<file path="src/rtl/cmr_pkg.sv">
// cmr_pkg: shared constants, status codes and controller/datapath interface types
// for the CAN multiframe reassembler; no dependencies
`timescale 1ns / 1ps
`default_nettype none
package cmr_pkg;

	localparam int SLOT_COUNT_DEF    = 8;
	localparam int MESSAGE_BYTES_DEF = 256;

	localparam int ID_W   = 29;
	localparam int LEN_W  = 4;
	localparam int DATA_W = 64;
	localparam int STAT_W = 2;
	localparam int MLEN_W = 9;
	localparam int WIDX_W = 5;

	localparam logic [STAT_W-1:0] STAT_WORD = 2'd0;
	localparam logic [STAT_W-1:0] STAT_FULL = 2'd1;
	localparam logic [STAT_W-1:0] STAT_OVF  = 2'd2;

	typedef struct packed {
		logic load;
		logic scan;
		logic sel;
		logic chk;
		logic report;
		logic wr;
		logic fin;
		logic rd_clr;
		logic rd;
		logic push;
	} cmd_t;

	typedef struct packed {
		logic in_len_zero;
		logic scan_done;
		logic table_full;
		logic overflow;
		logic wr_done;
		logic fr_zero;
		logic total_zero;
		logic rd_done;
		logic emit_last;
		logic out_free;
	} sts_t;

endpackage
`default_nettype wire

</file>
<file path="src/rtl/cmr_ctrl.sv">
// cmr_ctrl: sequencing state machine of the reassembler
// depends on cmr_pkg (cmd_t, sts_t)
`timescale 1ns / 1ps
`default_nettype none
module cmr_ctrl (
	input  wire            clk,
	input  wire            arst_n,
	input  wire            in_valid,
	output logic           in_stall,
	input  cmr_pkg::sts_t  sts,
	output cmr_pkg::cmd_t  cmd
);
	import cmr_pkg::*;

	localparam logic [3:0] ST_IDLE   = 4'd0;
	localparam logic [3:0] ST_SCAN   = 4'd1;
	localparam logic [3:0] ST_SEL    = 4'd2;
	localparam logic [3:0] ST_CHK    = 4'd3;
	localparam logic [3:0] ST_EVAL   = 4'd4;
	localparam logic [3:0] ST_REPORT = 4'd5;
	localparam logic [3:0] ST_WR     = 4'd6;
	localparam logic [3:0] ST_FIN    = 4'd7;
	localparam logic [3:0] ST_RDST   = 4'd8;
	localparam logic [3:0] ST_RD     = 4'd9;
	localparam logic [3:0] ST_PUSH   = 4'd10;

	logic [3:0] state_q, state_d;

	assign in_stall = (state_q != ST_IDLE);

	always_comb begin
		state_d = state_q;
		cmd = '0;
		case (state_q)
			ST_IDLE: begin
				if (in_valid && !sts.in_len_zero) begin
					cmd.load = 1'b1;
					state_d = ST_SCAN;
				end
			end
			ST_SCAN: begin
				cmd.scan = 1'b1;
				if (sts.scan_done) state_d = ST_SEL;
			end
			ST_SEL: begin
				cmd.sel = 1'b1;
				state_d = sts.table_full ? ST_REPORT : ST_CHK;
			end
			ST_CHK: begin
				cmd.chk = 1'b1;
				state_d = ST_EVAL;
			end
			ST_EVAL: begin
				state_d = sts.overflow ? ST_REPORT : ST_WR;
			end
			ST_REPORT: begin
				if (sts.out_free) begin
					cmd.report = 1'b1;
					state_d = ST_IDLE;
				end
			end
			ST_WR: begin
				if (sts.wr_done) state_d = ST_FIN;
				else cmd.wr = 1'b1;
			end
			ST_FIN: begin
				cmd.fin = 1'b1;
				state_d = (!sts.fr_zero || sts.total_zero) ? ST_IDLE : ST_RDST;
			end
			ST_RDST: begin
				cmd.rd_clr = 1'b1;
				state_d = ST_RD;
			end
			ST_RD: begin
				if (sts.rd_done) state_d = ST_PUSH;
				else cmd.rd = 1'b1;
			end
			ST_PUSH: begin
				if (sts.out_free) begin
					cmd.push = 1'b1;
					state_d = sts.emit_last ? ST_IDLE : ST_RDST;
				end
			end
			default: state_d = ST_IDLE;
		endcase
	end

	always_ff @(posedge clk or negedge arst_n) begin
		if (!arst_n) state_q <= ST_IDLE;
		else state_q <= state_d;
	end

endmodule
`default_nettype wire

</file>
<file path="config.mk">
export PLATFORM = sky130hd
export DESIGN_NAME = cmr_ctrl
export DESIGN_NICKNAME = d
export VERILOG_FILES = /design/src/rtl/cmr_pkg.sv /design/src/rtl/cmr_ctrl.sv
export SDC_FILE = /design/constraint.sdc
export NUM_CORES = 1
export LEC_CHECK = 0
export ABC_AREA = 1
export BUFFER_PORTS_ARGS = -buffer_cell sky130_fd_sc_hd__buf_4
export CAP_MARGIN = 20
export CORE_AREA = 2 2 39 41
export CTS_CLUSTER_DIAMETER = 120
export DETAILED_ROUTE_END_ITERATION = 12
export DIE_AREA = 0 0 41 43
export GPL_TIMING_DRIVEN = 0
export REMOVE_ABC_BUFFERS = 1
export SETUP_SLACK_MARGIN = 0.2
export SKIP_LAST_GASP = 1
export SYNTH_ARGS = -nofsm -noshare
export SYNTH_HDL_FRONTEND = slang
export SYNTH_SLANG_ARGS = --single-unit
</file>
<file path="constraint.sdc">
create_clock -name clk -period 3.3 [get_ports clk]
set_clock_uncertainty 0.1 [all_clocks]
set_input_delay 0.99 -clock clk [delete_from_list [all_inputs] [get_ports clk]]
set_output_delay 0.99 -clock clk [all_outputs]
set_load 0.02 [all_outputs]
</file>
==> impl_metrics.csv, run 1 <==
group,metric,value,unit
synth,ys_top_cells_by_count,"26 x nand2_1, 14 x nor2_1, 12 x inv_1",
timing,rsz0062_at_grt,"false",
clocking,ctsResizeCount,0,
synth,async_flop_share,1.00,
route,drc,0,
critical_path,path_class,"primary input to output pin",
route,drt-total-wl,1160,um
clocking,cts_tree,"built",
final_layout,largest_register_ffs,4,
pwr,pwr_density_cell,876,mW/mm^2
timing,worstMarginPinSlew,267,ps
clocking,cts_max_level,1,
synth,synth_top_cell_area_share,0.216,
pwr,p_leak,0.411,nW
timing,min_period,2580,ps
synth,yosysWarnings,0,
synth,yosys.cell_count.top_type,"nand2_1",
placed_design,port-buffer-count,23,
final_layout,drive_gt1_frac,0.352,
synth,synth-edff-count,0,
grt,track_usage,0.143,
clocking,hold_buffers,0,
grt,grt_pass1_vias,460,
route,ant_nets,0,
die,num_io_pins,24,
clocking,cts_num_sinks,4,
synth,synth-seq-cells,4,
final_layout,diodes,0,
route,drt-initial-drc-count,8,
die,initial_utilization,0.335,
flow_run,cap_violations,0,
timing,hold_violations,0,
final_layout,regMostFlops,"state_q",
final_layout,area.growth.synth_to_final,46.4,%
clocking,clock_latency,230,ps
timing,max_slew_margin,0.821,
critical_path,crit_chain,"buf_4 > inv_1 > nor3_1 > buf_4",
synth,synthAdderAreaFrac,0,
hold_path,hold_class,"primary input to async pin",
grt,grt_overflow,0,
synth,synth-xor-area-share,0,
critical_path,cp-start-kind,"primary input",
synth,syn_area,464,um^2
die,die_h,43,um
synth,syn_area_per_cell,5.66,um^2
synth,muxShareOfSynthArea,0,
critical_path,arrival,1490,ps
die,dieArea,0.00176,mm^2
timing,setup_violations,0,
pwr,vdd_ir_drop_max,0.334,mV
synth,synth_compound_area_frac,0.0458,
route,drt_first_pass_iters,4,
route,viasPerCell,4.46,
grt,grt_pass1_wl,1750,um
route,vias,553,
final_layout,nFillCells,160,
critical_path,slowest_delay,190,ps
critical_path,slowest_stage,"nor3_1",
timing,fmax,0.387,GHz
final_layout,nets,123,
synth,netlist_top_cells_area,"dfrtp_1 22%, nand2_1 21%, nor2_1 11%",
final_layout,finalNonFillerCells,124,
timing,drv_slew,0,
clocking,cts_made_buffers,3,
synth,synthCells,82,
die,die_x,41,um
synth,synth_top_family_by_area,"simple AND/OR/NAND/NOR gates",
status,status,"complete, no violations",
synth,synth_top_area_cell,"dfrtp_1",
placed_design,hpwl,975,um
clocking,cts_setup_buffers,0,
critical_path,cp_max_fo,3,
synth,synth_cell_types,15,
clocking,cts-root-buf,"clkbuf_4",
grt,grt_max_degree,8,
grt,antenna_found_initial,0,
die,rows,14,
timing,whs,443,ps
synth,synth_ff_type,"dfrtp_1",
route,wl_per_cell,9.36,um
die,coreArea,0.00138,mm^2
placed_design,gp_congestion,0.879,
critical_path,crit_path_frequent_cell,"buf_4",
final_layout,top_regs,"state_q: 4 flops",
placed_design,dp.cells,121,
critical_path,cp.required,2210,ps
timing,fin_crit_sh,0.783,
critical_path,end_kind,"output pin",
clocking,cts.path.max_buffers,2,
clocking,clk_pin_slew_worst_paths,40,ps
timing,finalSetupTns,0,ps
synth,yosys.area_share.simple,0.625,
synth,yosysSeqAreaShare,0.216,
-- final timing paths --
check	startpoint	end	slack [ps]	cells after the start
min reg2reg	state_q[3]	state_q[3]	470	2
min	arst_n	state_q[2]	440	1
max	sts[0]	cmd[5]	720	4
min in group clk	state_q[3]	state_q[3]	470	2
max in group asynchronous	arst_n	state_q[3]	2560	1
max reg2reg	state_q[2]	state_q[3]	1900	7
-- worst max-delay path, delay by kind of cell --
family                 cells  cell delay [ps]
buffers and inverters      3              310
AND/OR/NAND/NOR            1              190
-- stage by stage --
stage	utilization	instance area (um^2)	power (mW)	setup WS [ps]
after global routing	0.491	679	0.655	665
after CTS	0.491	679	0.604	714
after floorplan	-	464	0.414	642
after global placement	0.475	657	0.539	729
after detailed placement	0.475	657	0.540	715
final	0.491	679	0.595	716
-- cell usage in the layout (no fill, tap or decap) --
cell type / n
dfrtp_1: 4
nand3_2: 1
nor2_4: 1
clkbuf_4: 3
nand2_1: 26
nand3b_1: 2
nand2_4: 1
nor2_2: 3
nor2_1: 14
inv_1: 12
inv_2: 2
o21ai_4: 1
buf_4: 23
nand2_2: 3
nand3_1: 9
o21ai_0: 1
nor3_1: 2
-- layer usage --
layer / up-vias / wire (um) / track usage
met5: - / 0 / 0
li1: 303 / - / -
met2: 26 / 527 / 0.213
met3: 0 / 92 / 0.0471
met4: 0 / 0 / 0.0400
met1: 224 / 540 / 0.191
-- kinds of logic after synthesis --
family,Yosys count
simple gates,62
flops,4
buf+inv,14
compound gates,2
-- cell type report --
class                      instances  area, um^2  area share
sequential                         4         100       0.147
inverter                          14        52.6      0.0773
clock buffer                       3        22.5      0.0331
multi-input combinational         64         312       0.459
timing repair buffer              23         173       0.254
tap                               16        20.0      0.0295
-- power breakdown --
group | internal, mW | switching, mW | total (mW)
clock network | 0.0406 | 0.0191 | 0.0597
registers | 0.0734 | 0.0416 | 0.115
logic | 0.157 | 0.263 | 0.421
(Power assumes the default switching activity.)
==> inputs of run 2 (changes only) <==
--- a/config.mk
+++ b/config.mk
@@ -13,6 +13,7 @@
 export DETAILED_ROUTE_END_ITERATION = 12
 export DIE_AREA = 0 0 41 43
 export GPL_TIMING_DRIVEN = 0
+export PLACE_DENSITY = 0.67
 export REMOVE_ABC_BUFFERS = 1
 export SETUP_SLACK_MARGIN = 0.2
 export SKIP_LAST_GASP = 1
==> constraint.sdc (replaced) <==
create_clock -name clk -period 2.3 [get_ports clk]
set_clock_uncertainty 0.1 [all_clocks]
set_input_delay 0.69 -clock clk [delete_from_list [all_inputs] [get_ports clk]]
set_output_delay 0.69 -clock clk [all_outputs]
set_load 0.02 [all_outputs]
==> impl_metrics.csv, run 2 (synthesis results as in run 1) <==
group,metric,value,unit
status,status,"complete, no violations",
grt,grt_overflow,0,
hold_path,hold_class,"primary input to async pin",
critical_path,cp.required,1510,ps
placed_design,gp_congestion,0.850,
critical_path,cp_max_fo,6,
final_layout,diodes,0,
timing,setup_violations,0,
timing,fin_crit_sh,0.884,
timing,fmax,0.492,GHz
route,vias,557,
clocking,cts_max_level,1,
timing,min_period,2030,ps
grt,top_usage_layer,"met2",
timing,whs,145,ps
pwr,swShare,0.542,
grt,track_usage,0.143,
grt,grt_util_met2,0.219,
pwr,vdd_ir_drop_max,0.581,mV
die,coreArea,0.00138,mm^2
timing,hold_violations,0,
die,num_io_pins,24,
route,drc,0,
final_layout,seqCellArea,105,um^2
timing,finalSetupTns,0,ps
pwr,pwr_density_cell,1270,mW/mm^2
final_layout,top_regs,"state_q: 4 flops",
final_layout,largest_register_ffs,4,
route,drt_first_pass_iters,4,
timing,drv_slew,0,
timing,max_slew_margin,0.851,
pwr,p_int,403,uW
final_layout,nets,123,
placed_design,dp.cells,121,
route,ant_nets,0,
clocking,cts-root-buf,"clkbuf_4",
grt,grt_pass1_wl,1780,um
critical_path,cp-start-kind,"flop",
final_layout,finalNonFillerCells,124,
clocking,cts.path.max_buffers,2,
final_layout,layout_common_cells,"25 x nand2_1, 23 x buf_4, 12 x inv_1",
timing,rsz0062_at_grt,"false",
clocking,cts_num_sinks,4,
grt,grt_use_met1,0.206,
pwr,p_comb_frac,0.698,
grt,grt_pass1_vias,449,
final_layout,drive_gt1_frac,0.426,
pwr,p_clk_frac,0.097,
critical_path,path_class,"flop to output pin",
final_layout,area.growth.synth_to_final,49.6,%
pwr,p_leak,0.407,nW
placed_design,hpwl,959,um
die,rows,14,
route,drt-initial-drc-count,22,
die,die_h,43,um
clocking,cts_made_buffers,3,
route,drt-total-wl,1170,um
clocking,clk_pin_slew_worst_paths,40,ps
grt,antenna_found_initial,0,
pwr,p_sw,478,uW
grt,use_met3,0.0314,
clocking,hold_buffers,0,
grt,grt_max_degree,8,
final_layout,multi_input_area,322,um^2
critical_path,end_kind,"output pin",
die,initial_utilization,0.335,
critical_path,arrival,1240,ps
clocking,clock_latency,230,ps
pwr,p_seq_frac,0.205,
placed_design,port-buffer-count,23,
route,wl_per_cell,9.46,um
clocking,cts_tree,"built",
route,viasPerCell,4.49,
final_layout,regMostFlops,"state_q",
flow_run,cap_violations,0,
final_layout,mostFrequentLayoutCell,"nand2_1",
die,die_x,41,um
die,dieArea,0.00176,mm^2
final_layout,nFillCells,144,
timing,worstMarginPinSlew,223,ps
==> run 2: changes by cell type in the layout (fill, tap and decap cells not counted) <==
cell,change
nand2_1,-1
nor2_1,-3
dfrtp_2,+4
nor2_2,+3
dfrtp_1,-4
nand2_2,+1
==> run 2: critical path: stages, from the launching register on <==
cell and delay [ps]:
dfrtp_2 450, inv_1 130, nand2_1 110, nor3_1 150
buf_4 170
==> run 2: final cells by class <==
class / count / share of cell area
clock buffer: 3 / 0.0324
inverter: 14 / 0.0757
multi-input combinational: 64 / 0.463
sequential: 4 / 0.151
tap: 16 / 0.0288
timing repair buffer: 23 / 0.249
==> run 2: path summary, 6_finish.rpt <==
kind	start	to	slack [ps]	cells after the start
worst min-delay path	arst_n	state_q[1]	140	1
worst max-delay path	state_q[2]	cmd[0]	270	4
worst max register to register	state_q[2]	state_q[0]	920	8
max in group asynchronous	arst_n	state_q[3]	1840	1
worst min register to register	state_q[3]	state_q[3]	450	2
min in group clk	state_q[3]	state_q[3]	450	2
==> run 2: per-layer routing <==
| layer | vias to the layer above | wire length, um |
|---|---|---|
| li1 | 302 | - |
| met1 | 227 | 540 |
| met2 | 28 | 542 |
| met3 | 0 | 90 |
| met4 | 0 | 0 |
| met5 | - | 0 |
==> run 2: stage by stage <==
| stage | power (mW) | instance area (um^2) | worst slack (ps) | util |
|---|---|---|---|---|
| after floorplan | 0.595 | 464 | 242 | - |
| after CTS | 0.866 | 682 | 208 | 0.493 |
| after global routing | 0.954 | 694 | 200 | 0.502 |
| after global placement | 0.769 | 657 | 327 | 0.475 |
| after detailed placement | 0.770 | 657 | 309 | 0.475 |
| final | 0.881 | 694 | 267 | 0.502 |
==> run 2: repair_timing <==
action                     CTS  global route
gates resized for setup      1             7
setup buffers                0             0
cloned                       0             0
setup endpoints to repair    1             6
pin swaps                    0             0
==> run 2: power by group through the flow <==
stage / clock (mW) / combinational [mW] / sequential, mW
CTS: 0.0887 / 0.612 / 0.166
global route: 0.0925 / 0.675 / 0.186
detailed placement: 0 / 0.606 / 0.164
finish: 0.0855 / 0.615 / 0.181
floorplan: 0 / 0.448 / 0.146
global placement: 0 / 0.603 / 0.166
==> inputs of run 3 (changes only) <==
--- a/config.mk
+++ b/config.mk
@@ -12,7 +12,6 @@
 export CTS_CLUSTER_DIAMETER = 120
 export DETAILED_ROUTE_END_ITERATION = 12
 export DIE_AREA = 0 0 41 43
-export GPL_TIMING_DRIVEN = 0
 export PLACE_DENSITY = 0.67
 export REMOVE_ABC_BUFFERS = 1
 export SETUP_SLACK_MARGIN = 0.2
==> impl_metrics.csv, run 3 (synthesis results as in run 1) <==
group,metric,value,unit
clocking,clk_pin_slew_worst_paths,40,ps
critical_path,r2r_setup_slack,930,ps
clocking,clock_latency,240,ps
pwr,vdd_ir_drop_max,0.520,mV
clocking,ctsResizeCount,0,
clocking,cts_tree,"built",
critical_path,end_kind,"output pin",
route,wl_per_cell,9.25,um
critical_path,r2r_start,"state_q[3]",
route,drt-total-wl,1150,um
clocking,cts_num_sinks,4,
timing,fmax,0.482,GHz
clocking,cts.path.max_buffers,2,
final_layout,multi_input_area,319,um^2
critical_path,cp.required,1510,ps
final_layout,regMostFlops,"state_q",
route,drc,0,
critical_path,timing.rr.end,"state_q[0]",
placed_design,hpwl,965,um
critical_path,cp-startpoint,"state_q[1]",
flow_run,cap_violations,0,
final_layout,layout_common_cells,"25 x nand2_1, 23 x buf_4, 12 x nor2_1",
route,drt-initial-drc-count,6,
timing,max_slew_margin,0.849,
clocking,cts-root-buf,"clkbuf_4",
grt,grt_use_met1,0.208,
grt,use_met3,0.0314,
grt,grt_pass1_wl,1820,um
route,ant_nets,0,
timing,min_period,2070,ps
grt,grt_pass1_vias,456,
clocking,cts_made_buffers,3,
die,initial_utilization,0.335,
die,num_io_pins,24,
timing,drv_slew,0,
die,dieArea,0.00176,mm^2
route,viasPerCell,4.68,
critical_path,path_class,"flop to output pin",
final_layout,nets,123,
timing,finalSetupTns,0,ps
hold_path,hold_class,"primary input to async pin",
final_layout,top_regs,"state_q: 4 flops",
clocking,cts_setup_buffers,0,
final_layout,seqCellArea,105,um^2
pwr,p_leak,0.406,nW
route,vias,580,
die,coreArea,0.00138,mm^2
final_layout,mostFrequentLayoutCell,"nand2_1",
critical_path,cp-start-kind,"flop",
die,die_x,41,um
grt,antenna_found_initial,0,
timing,fin_crit_sh,0.902,
timing,rsz0062_at_grt,"true",
timing,worstMarginPinSlew,226,ps
route,drt_first_pass_iters,4,
placed_design,port-buffer-count,23,
grt,grt_overflow,0,
final_layout,area.growth.synth_to_final,49.1,%
critical_path,arrival,1280,ps
die,die_h,43,um
critical_path,r2r_cells,8,
placed_design,gp_congestion,0.821,
status,status,"complete, no violations",
final_layout,nFillCells,145,
timing,setup_violations,0,
timing,whs,138,ps
die,rows,14,
final_layout,drive_gt1_frac,0.426,
grt,track_usage,0.150,
grt,grt_max_degree,8,
clocking,hold_buffers,0,
clocking,cts_max_level,1,
grt,grt_util_met2,0.209,
final_layout,diodes,0,
final_layout,largest_register_ffs,4,
critical_path,cp_max_fo,7,
timing,hold_violations,0,
grt,top_usage_layer,"met2",
pwr,pwr_density_cell,1260,mW/mm^2
[run 3: cell counts in the layout (fill, tap and decap cells not counted)]
Identical to the previous run, type by type.
[run 3: how the worst max path moves through the flow]
stage / endpoint / slack, ps / depth (start not counted)
finish: cmd[9] / 230 / 4
global route: cmd[9] / 160 / 4
CTS: cmd[9] / 190 / 4
detailed placement: cmd[5] / 290 / 4
global placement: cmd[0] / 330 / 4
floorplan: cmd[0] / 240 / 2
[run 3: layout make-up]
cell class / instances / share of cell area
multi-input cells: 64 / 0.461
repair buffers: 23 / 0.250
flip-flops and latches: 4 / 0.152
inverters: 14 / 0.0759
clock buffers: 3 / 0.0325
well taps: 16 / 0.0289
[run 3: critical path, cell delays in order, from the launching register on]
cell and delay (ps):
dfrtp_2 450, nor2_1 230, nand2_1 110, nor2_1 100, buf_4 150
[run 3: power breakdown]
group          internal, mW  switching (mW)  total, mW
combinational         0.232           0.380      0.612
clock                0.0582          0.0275     0.0857
sequential            0.112          0.0654      0.177
[run 3: metrics by stage]
stage	cells	power [mW]	setup slack, ps	area [um^2]	util
6_report	124	0.875	226	692	0.500
5_1_grt	124	0.950	163	692	0.500
4_1_cts	124	0.860	186	679	0.491
3_5_place_dp	121	0.771	291	657	0.475
3_3_place_gp	121	0.769	331	657	0.475
2_1_floorplan	82	0.595	242	464	-
[run 3: per-layer routing]
metal / vias to the layer above / share of wire
met4: 0 / 0.0087
met2: 31 / 0.46
met3: 2 / 0.093
met1: 243 / 0.43
met5: - / 0
li1: 304 / -
